$ cat src/rtl/sksrch_pkg.sv
// Types and constants of the sorted key interpolation search.
// No dependencies; used by every module of the block.
`default_nettype none

package sksrch_pkg;

  localparam int KEY_W   = 63;
  localparam int IDX_W   = 10;
  localparam int LAYER_W = 3;
  localparam int SIDX_W  = IDX_W + 2;   // signed bound, holds -1 .. 1024

  typedef logic [1:0] cmd_t;
  localparam cmd_t CMD_WRITE   = 2'd0;
  localparam cmd_t CMD_SET_END = 2'd1;
  localparam cmd_t CMD_LOOKUP  = 2'd2;

  typedef struct packed {
    cmd_t               command;
    logic [LAYER_W-1:0] layer;
    logic [IDX_W-1:0]   slot;
    logic [KEY_W-1:0]   key;
  } req_t;

  typedef struct packed {
    logic             found;
    logic [IDX_W-1:0] match_index;
  } rsp_t;

  typedef enum logic [3:0] {
    ST_IDLE,
    ST_LOOP,
    ST_RD_END,
    ST_WAIT_END,
    ST_TEST,
    ST_MUL,
    ST_DIV_INIT,
    ST_DIV,
    ST_PROBE,
    ST_RD_PROBE,
    ST_CMP,
    ST_DONE
  } state_t;

  typedef enum logic [1:0] {
    RD_START,
    RD_END,
    RD_PROBE
  } rd_sel_t;

  typedef struct packed {
    logic    accept;
    logic    wr_entry;
    logic    wr_end;
    logic    rd_en;
    rd_sel_t rd_sel;
    logic    cap_ks;
    logic    cap_ke;
    logic    mul;
    logic    div_init;
    logic    div_step;
    logic    set_probe;
    logic    step_bounds;
    logic    hit_start;
    logic    hit_probe;
    logic    emit;
  } dp_cmd_t;

  typedef struct packed {
    cmd_t command;
    logic layer_ok;
    logic slot_ok;
    logic empty;
    logic outside;
    logic single;
    logic ks_eq_key;
    logic bounds_eq;
    logic pk_eq;
    logic div_last;
    logic rsp_free;
  } dp_stat_t;

endpackage

`default_nettype wire

$ cat src/rtl/sksrch_ctrl.sv
// Sequencer of the interpolation search: handshake on the request side and datapath commands.
// Depends on sksrch_pkg.
`default_nettype none

module sksrch_ctrl (
  input  wire logic                clk,
  input  wire logic                rst,
  input  wire logic                req_valid,
  output logic                     req_stall,
  input  wire sksrch_pkg::dp_stat_t stat,
  output sksrch_pkg::dp_cmd_t      cmd
);

  sksrch_pkg::state_t state, state_next;

  always_ff @(posedge clk) begin
    if (rst) begin
      state <= sksrch_pkg::ST_IDLE;
    end else begin
      state <= state_next;
    end
  end

  always_comb begin
    state_next = state;
    unique case (state)
      sksrch_pkg::ST_IDLE: begin
        if (req_valid && stat.command == sksrch_pkg::CMD_LOOKUP) begin
          state_next = stat.layer_ok ? sksrch_pkg::ST_LOOP : sksrch_pkg::ST_DONE;
        end
      end
      sksrch_pkg::ST_LOOP: begin
        state_next = stat.empty ? sksrch_pkg::ST_DONE : sksrch_pkg::ST_RD_END;
      end
      sksrch_pkg::ST_RD_END:   state_next = sksrch_pkg::ST_WAIT_END;
      sksrch_pkg::ST_WAIT_END: state_next = sksrch_pkg::ST_TEST;
      sksrch_pkg::ST_TEST: begin
        priority if (stat.outside || stat.single) begin
          state_next = sksrch_pkg::ST_DONE;
        end else if (stat.bounds_eq) begin
          state_next = sksrch_pkg::ST_RD_PROBE;
        end else begin
          state_next = sksrch_pkg::ST_MUL;
        end
      end
      sksrch_pkg::ST_MUL:      state_next = sksrch_pkg::ST_DIV_INIT;
      sksrch_pkg::ST_DIV_INIT: state_next = sksrch_pkg::ST_DIV;
      sksrch_pkg::ST_DIV: begin
        if (stat.div_last) begin
          state_next = sksrch_pkg::ST_PROBE;
        end
      end
      sksrch_pkg::ST_PROBE:    state_next = sksrch_pkg::ST_RD_PROBE;
      sksrch_pkg::ST_RD_PROBE: state_next = sksrch_pkg::ST_CMP;
      sksrch_pkg::ST_CMP: begin
        state_next = stat.pk_eq ? sksrch_pkg::ST_DONE : sksrch_pkg::ST_LOOP;
      end
      sksrch_pkg::ST_DONE: begin
        if (stat.rsp_free) begin
          state_next = sksrch_pkg::ST_IDLE;
        end
      end
      default: state_next = sksrch_pkg::ST_IDLE;
    endcase
  end

  always_comb begin
    cmd = '0;
    cmd.rd_sel = sksrch_pkg::RD_START;
    req_stall = (state != sksrch_pkg::ST_IDLE);
    unique case (state)
      sksrch_pkg::ST_IDLE: begin
        cmd.accept   = req_valid;
        cmd.wr_entry = req_valid && stat.command == sksrch_pkg::CMD_WRITE
                       && stat.layer_ok && stat.slot_ok;
        cmd.wr_end   = req_valid && stat.command == sksrch_pkg::CMD_SET_END
                       && stat.layer_ok && stat.slot_ok;
      end
      sksrch_pkg::ST_LOOP: begin
        cmd.rd_en  = !stat.empty;
        cmd.rd_sel = sksrch_pkg::RD_START;
      end
      sksrch_pkg::ST_RD_END: begin
        cmd.cap_ks = 1'b1;
        cmd.rd_en  = 1'b1;
        cmd.rd_sel = sksrch_pkg::RD_END;
      end
      sksrch_pkg::ST_WAIT_END: cmd.cap_ke = 1'b1;
      sksrch_pkg::ST_TEST: begin
        cmd.hit_start = !stat.outside && stat.single && stat.ks_eq_key;
        cmd.set_probe = !stat.outside && !stat.single && stat.bounds_eq;
      end
      sksrch_pkg::ST_MUL:      cmd.mul = 1'b1;
      sksrch_pkg::ST_DIV_INIT: cmd.div_init = 1'b1;
      sksrch_pkg::ST_DIV:      cmd.div_step = 1'b1;
      sksrch_pkg::ST_PROBE:    cmd.set_probe = 1'b1;
      sksrch_pkg::ST_RD_PROBE: begin
        cmd.rd_en  = 1'b1;
        cmd.rd_sel = sksrch_pkg::RD_PROBE;
      end
      sksrch_pkg::ST_CMP: begin
        cmd.hit_probe   = stat.pk_eq;
        cmd.step_bounds = !stat.pk_eq;
      end
      sksrch_pkg::ST_DONE: cmd.emit = stat.rsp_free;
      default: cmd = '0;
    endcase
  end

endmodule

`default_nettype wire

$ cat config.mk
export PLATFORM = sky130hd
export DESIGN_NAME = sksrch_ctrl
export DESIGN_NICKNAME = d
export VERILOG_FILES = /design/src/rtl/sksrch_pkg.sv /design/src/rtl/sksrch_ctrl.sv
export SDC_FILE = /design/constraint.sdc
export NUM_CORES = 1
export LEC_CHECK = 0
export BUFFER_PORTS_ARGS = -buffer_cell sky130_fd_sc_hd__buf_2
export CORE_MARGIN = 5
export CORE_UTILIZATION = 41
export DETAILED_ROUTE_END_ITERATION = 10
export PLACE_DENSITY = 0.74
export SETUP_SLACK_MARGIN = 0.1
export SYNTH_ARGS = -nofsm -noshare
export SYNTH_HDL_FRONTEND = slang
export SYNTH_SLANG_ARGS = --single-unit
$ cat constraint.sdc
create_clock -name clk -period 1.7 [get_ports clk]
set_input_delay 0.51 -clock clk [delete_from_list [all_inputs] [get_ports clk]]
set_output_delay 0.51 -clock clk [all_outputs]
set_load 0.1 [all_outputs]
==> results of run 1 <==
[cells by family after synthesis]
family                 count (synthesis)
and+or+nand+nor                       42
AOI/OAI and AO/OA                     21
buffers and inverters                 12
DFF                                    4
[metrics by stage]
step / cells / hold slack (ns) / TNS (ns) / instance area, um^2 / worst slack, ns
floorplan: 79 / 0.569 / -4.91 / 856 / -0.555
global placement: 137 / 0.692 / -0.419 / 1370 / -0.210
==> results by group, run 1 <==
Floorplan
  – Num rows: 13
  – DIE HEIGHT: 46.2 um
  – I/O pins: 32
  – Initial Util: 42.3%
  – Die Width: 46.2 um

Logic synthesis
  – Most common cell in the netlist: nor3_1
  – Largest family of logic cells by synthesized area: simple AND/OR/NAND/NOR gates
  – Synth cell count leaders: nor3_1 (9), nor2_1 (8), a21oi_1 (6)
  – Xor and xnor area share after synthesis: 0%
  – Synth unique cells: 34
  – Compound-Gate Fraction of Synth Area: 28.0%
  – Top post-synthesis cells by area: dfxtp_1 (15%), nor3_1 (8.4%), a21oi_1 (5.6%)
  – Net count after synthesis: 94
  – Simple-Gate Fraction of Synth Area: 45.2%
  – Gate Count Post-Synth: 79
  – Post-Synth Adder-Cell Area: 0%
  – Top-area cell type share of the netlist area: 14.9%
  – Post-synthesis sequential area ratio: 14.9%
  – Top_reg_cell synth: dfxtp_1
  – EDFF count, synth: 0
  – Area leader, netlist: dfxtp_1
  – Syn_area_per_cell: 6.79 um^2
  – FFs w/ async S/R, synth: 0%
  – Synth Register Bits: 4
  – Yosys synthesis warning count: 0
  – Syn Std Cell Area: 537 um^2
  – Mux share of post-synthesis cell area: 0%

Outcome
  – Log Error: [ERROR DPL-0038] Utilization greater than 100%, impossible to legalize
  – Status: aborted with a tool error
  – Failed at: detailed placement

Place
  – Port-buffer cells: 31
  – GP Congestion: 0.925
==> run 2: changes to the inputs <==
--- a/config.mk
+++ b/config.mk
@@ -6,11 +6,10 @@
 export NUM_CORES = 1
 export LEC_CHECK = 0
 export BUFFER_PORTS_ARGS = -buffer_cell sky130_fd_sc_hd__buf_2
-export CORE_MARGIN = 5
-export CORE_UTILIZATION = 41
+export CORE_AREA = 5 5 66 68
 export DETAILED_ROUTE_END_ITERATION = 10
-export PLACE_DENSITY = 0.74
-export SETUP_SLACK_MARGIN = 0.1
+export DIE_AREA = 0 0 71 73
+export PLACE_DENSITY_LB_ADDON = 0.15
 export SYNTH_ARGS = -nofsm -noshare
 export SYNTH_HDL_FRONTEND = slang
 export SYNTH_SLANG_ARGS = --single-unit
==> results by group, run 2 <==
Cells and area
  – Share of cells above drive strength 1: 79.2%
  – Top reg by flops: state
  – Layout overhead on the synthesized area: 233%
  – # diodes: 0
  – Max reg flops: 4
  – Filler cells: 365
  – Commonest non-fill, non-tap cell in the layout: buf_4
  – Nets: 165
  – Largest regs: state (4)
  – Most frequent cells in the layout: buf_4 (23), buf_12 (19), buf_6 (16)

Clock network
  – CTS tree: yes
  – CTS Root Cell: clkbuf_8
  – Clock slew at reported path FFs: 0.04 ns
  – Worst skew pair latency: 0.22 ns
  – Clock Path Buffers: 2
  – Clk sinks: 4
  – CTS buffer count: 3
  – Hold_buf cts: 0
  – H-tree lvl count: 1

Run
  – Number of max-cap violations: 0

Pwr
  – Tot Pwr: 3.59 mW
  – PD cells: 2010 nW/um^2
  – Worst vdd ir: 0.000766 V
  – Leakage Power: 0.692 nW

STA
  – Worst hold margin: 0.515 ns
  – Slew margin rel.: 65.8%
  – Final min period: 1.94 ns
  – Max Fclk: 0.515 GHz
  – Final hold violation count: 0
  – Final setup margin: -0.241 ns
  – TNS Setup: -2.53 ns
  – Slew Viols, Final: 0
  – Least-Margin Pin Slew: 0.510 ns
  – RSZ-0062 raised after global routing: true
  – Period utilization: 114%
  – # setup viols final: 17
  – Clock skew: 0.00580 ns

Place
  – GP Congestion: 0.788 (was 0.925)
  – Port-buffer cells: 31 (unchanged)
  – Post-DP HPWL: 1.92 mm

Global routing
  – Vias in the first global route: 978
  – Largest net degree at the start of global routing: 12
  – GRT overflow: 0
  – Initial antenna violation count: 0
  – Total Routing Usage GR: 10.9%
  – First-pass GRT wire length: 4.51 mm

Critical path
  – Req. time, crit path: 1.19 ns
  – Critical Path Start: state[2]
  – Critical path data arrival time: 1.43 ns
  – CP endpoint kind: output pin
  – R2r startpoint: state[0]
  – Startpoint Class: flip-flop
  – Max FO, Critical Path: 4
  – Critical path class: flip-flop to output pin

Hold path
  – HP Class: primary input to flip-flop
  – Start point of the worst hold path: rst

Outcome
  – Failing checks: negative setup slack
  – Status: finished, violations left (was aborted with a tool error)

Logic synthesis
  – EDFF count, synth: 0 (unchanged)
  – FFs w/ async S/R, synth: 0% (unchanged)
  – Synth cell count leaders: nor3_1 (9), nor2_1 (8), a21oi_1 (6) (unchanged)
  – Top-area cell type share of the netlist area: 14.9% (unchanged)
  – Post-synthesis sequential area ratio: 14.9% (unchanged)
  – Area leader, netlist: dfxtp_1 (unchanged)
  – Most common cell in the netlist: nor3_1 (unchanged)
  – Synth unique cells: 34 (unchanged)
  – Gate Count Post-Synth: 79 (unchanged)
  – Top post-synthesis cells by area: dfxtp_1 (15%), nor3_1 (8.4%), a21oi_1 (5.6%) (unchanged)
  – Yosys synthesis warning count: 0 (unchanged)
  – Top_reg_cell synth: dfxtp_1 (unchanged)
  – Synth Register Bits: 4 (unchanged)
  – Net count after synthesis: 94 (unchanged)
  – Syn Std Cell Area: 537 um^2 (unchanged)
  – Syn_area_per_cell: 6.79 um^2 (unchanged)

Detailed routing
  – Initial DRT Pass Iterations: 4
  – WL final: 2.67 mm
  – Vias post-DR: 886
  – Post-DRT Antenna Nets: 0
  – Initial DRC count: 23
  – DR DRC count: 0
  – WL/cell: 13.4 um
  – Via density: 4.45

Floorplan
  – Initial Util: 14.1% (was 42.3%)
  – DIE HEIGHT: 73 um (was 46.2 um)
  – Num rows: 23 (was 13)
  – I/O pins: 32 (unchanged)
  – CORE AREA: 3800 um^2
  – Die Width: 71 um (was 46.2 um)
  – Die Area: 5180 um^2
run 2: cell counts after synthesis:
Identical to the previous run, type by type.
run 2: path summary, 6_finish.rpt:
path	cells after the start	slack, ns	end
max reg2reg	8	0.01	state[0]
min reg2reg	3	0.78	state[2]
max	5	-0.24	cmd[14]
min	2	0.52	state[0]
run 2: cell type report:
cell class                 instances  area (um^2)  area share [%]
clock buffer                       4         45.0            2.52
inverter                           4         22.5            1.26
multi-input combinational         63          689            38.6
sequential                         4         95.1            5.33
tap                               50         62.6            3.50
timing repair buffer              74          871            48.8
run 2: metrics by stage:
step	area (um^2)	util, %	instances	worst slack (ns)
floorplan	856	-	79	-0.555
global placement	1410	37.0	177	-0.220
detailed placement	1410	37.0	177	-0.230
CTS	1660	43.8	194	-0.263
global route	1790	47.0	199	-0.325
finish	1790	47.0	199	-0.241
run 2: per-layer routing:
metal | vias to the layer above | GRT usage [%] | part of all wire [%]
li1 | 439 | - | -
met1 | 421 | 11.9 | 39
met2 | 24 | 21.0 | 55
met3 | 2 | 1.79 | 4.9
met4 | 0 | 3.76 | 0.71
met5 | - | 0 | 0
run 2: logic make-up (layout without fill, tap and decap cells):
group	count (synthesis)	in the layout	synth area share, %
and+or+nand+nor	42	42	45.2
DFF	4	4	14.9
AOI/OAI and AO/OA	21	21	28.0
buffers and inverters	12	82	11.9
run 2: power breakdown:
part           switching, mW  leakage (nW)  internal (mW)  total (mW)
logic                   1.64         0.634           1.51        3.15
clock network         0.0500        0.0228          0.160       0.210
registers             0.0794        0.0356          0.152       0.231
total                   1.77         0.692           1.82        3.59
run 2: worst max-delay path: stages, from the launching register on:
cell,delay [ns]
dfxtp_4,0.36
nor4_4,0.30
and2_4,0.20
nand2_2,0.06
nor2_4,0.13
buf_12,0.18
run 2: what timing repair did:
action,4_1_cts,5_1_grt
gates resized for setup,21,16
gates cloned,1,1
pin swaps,13,13
endpoints found under the setup margin,17,20
setup buffers,12,5
Power figures use the tool's default switching activity.
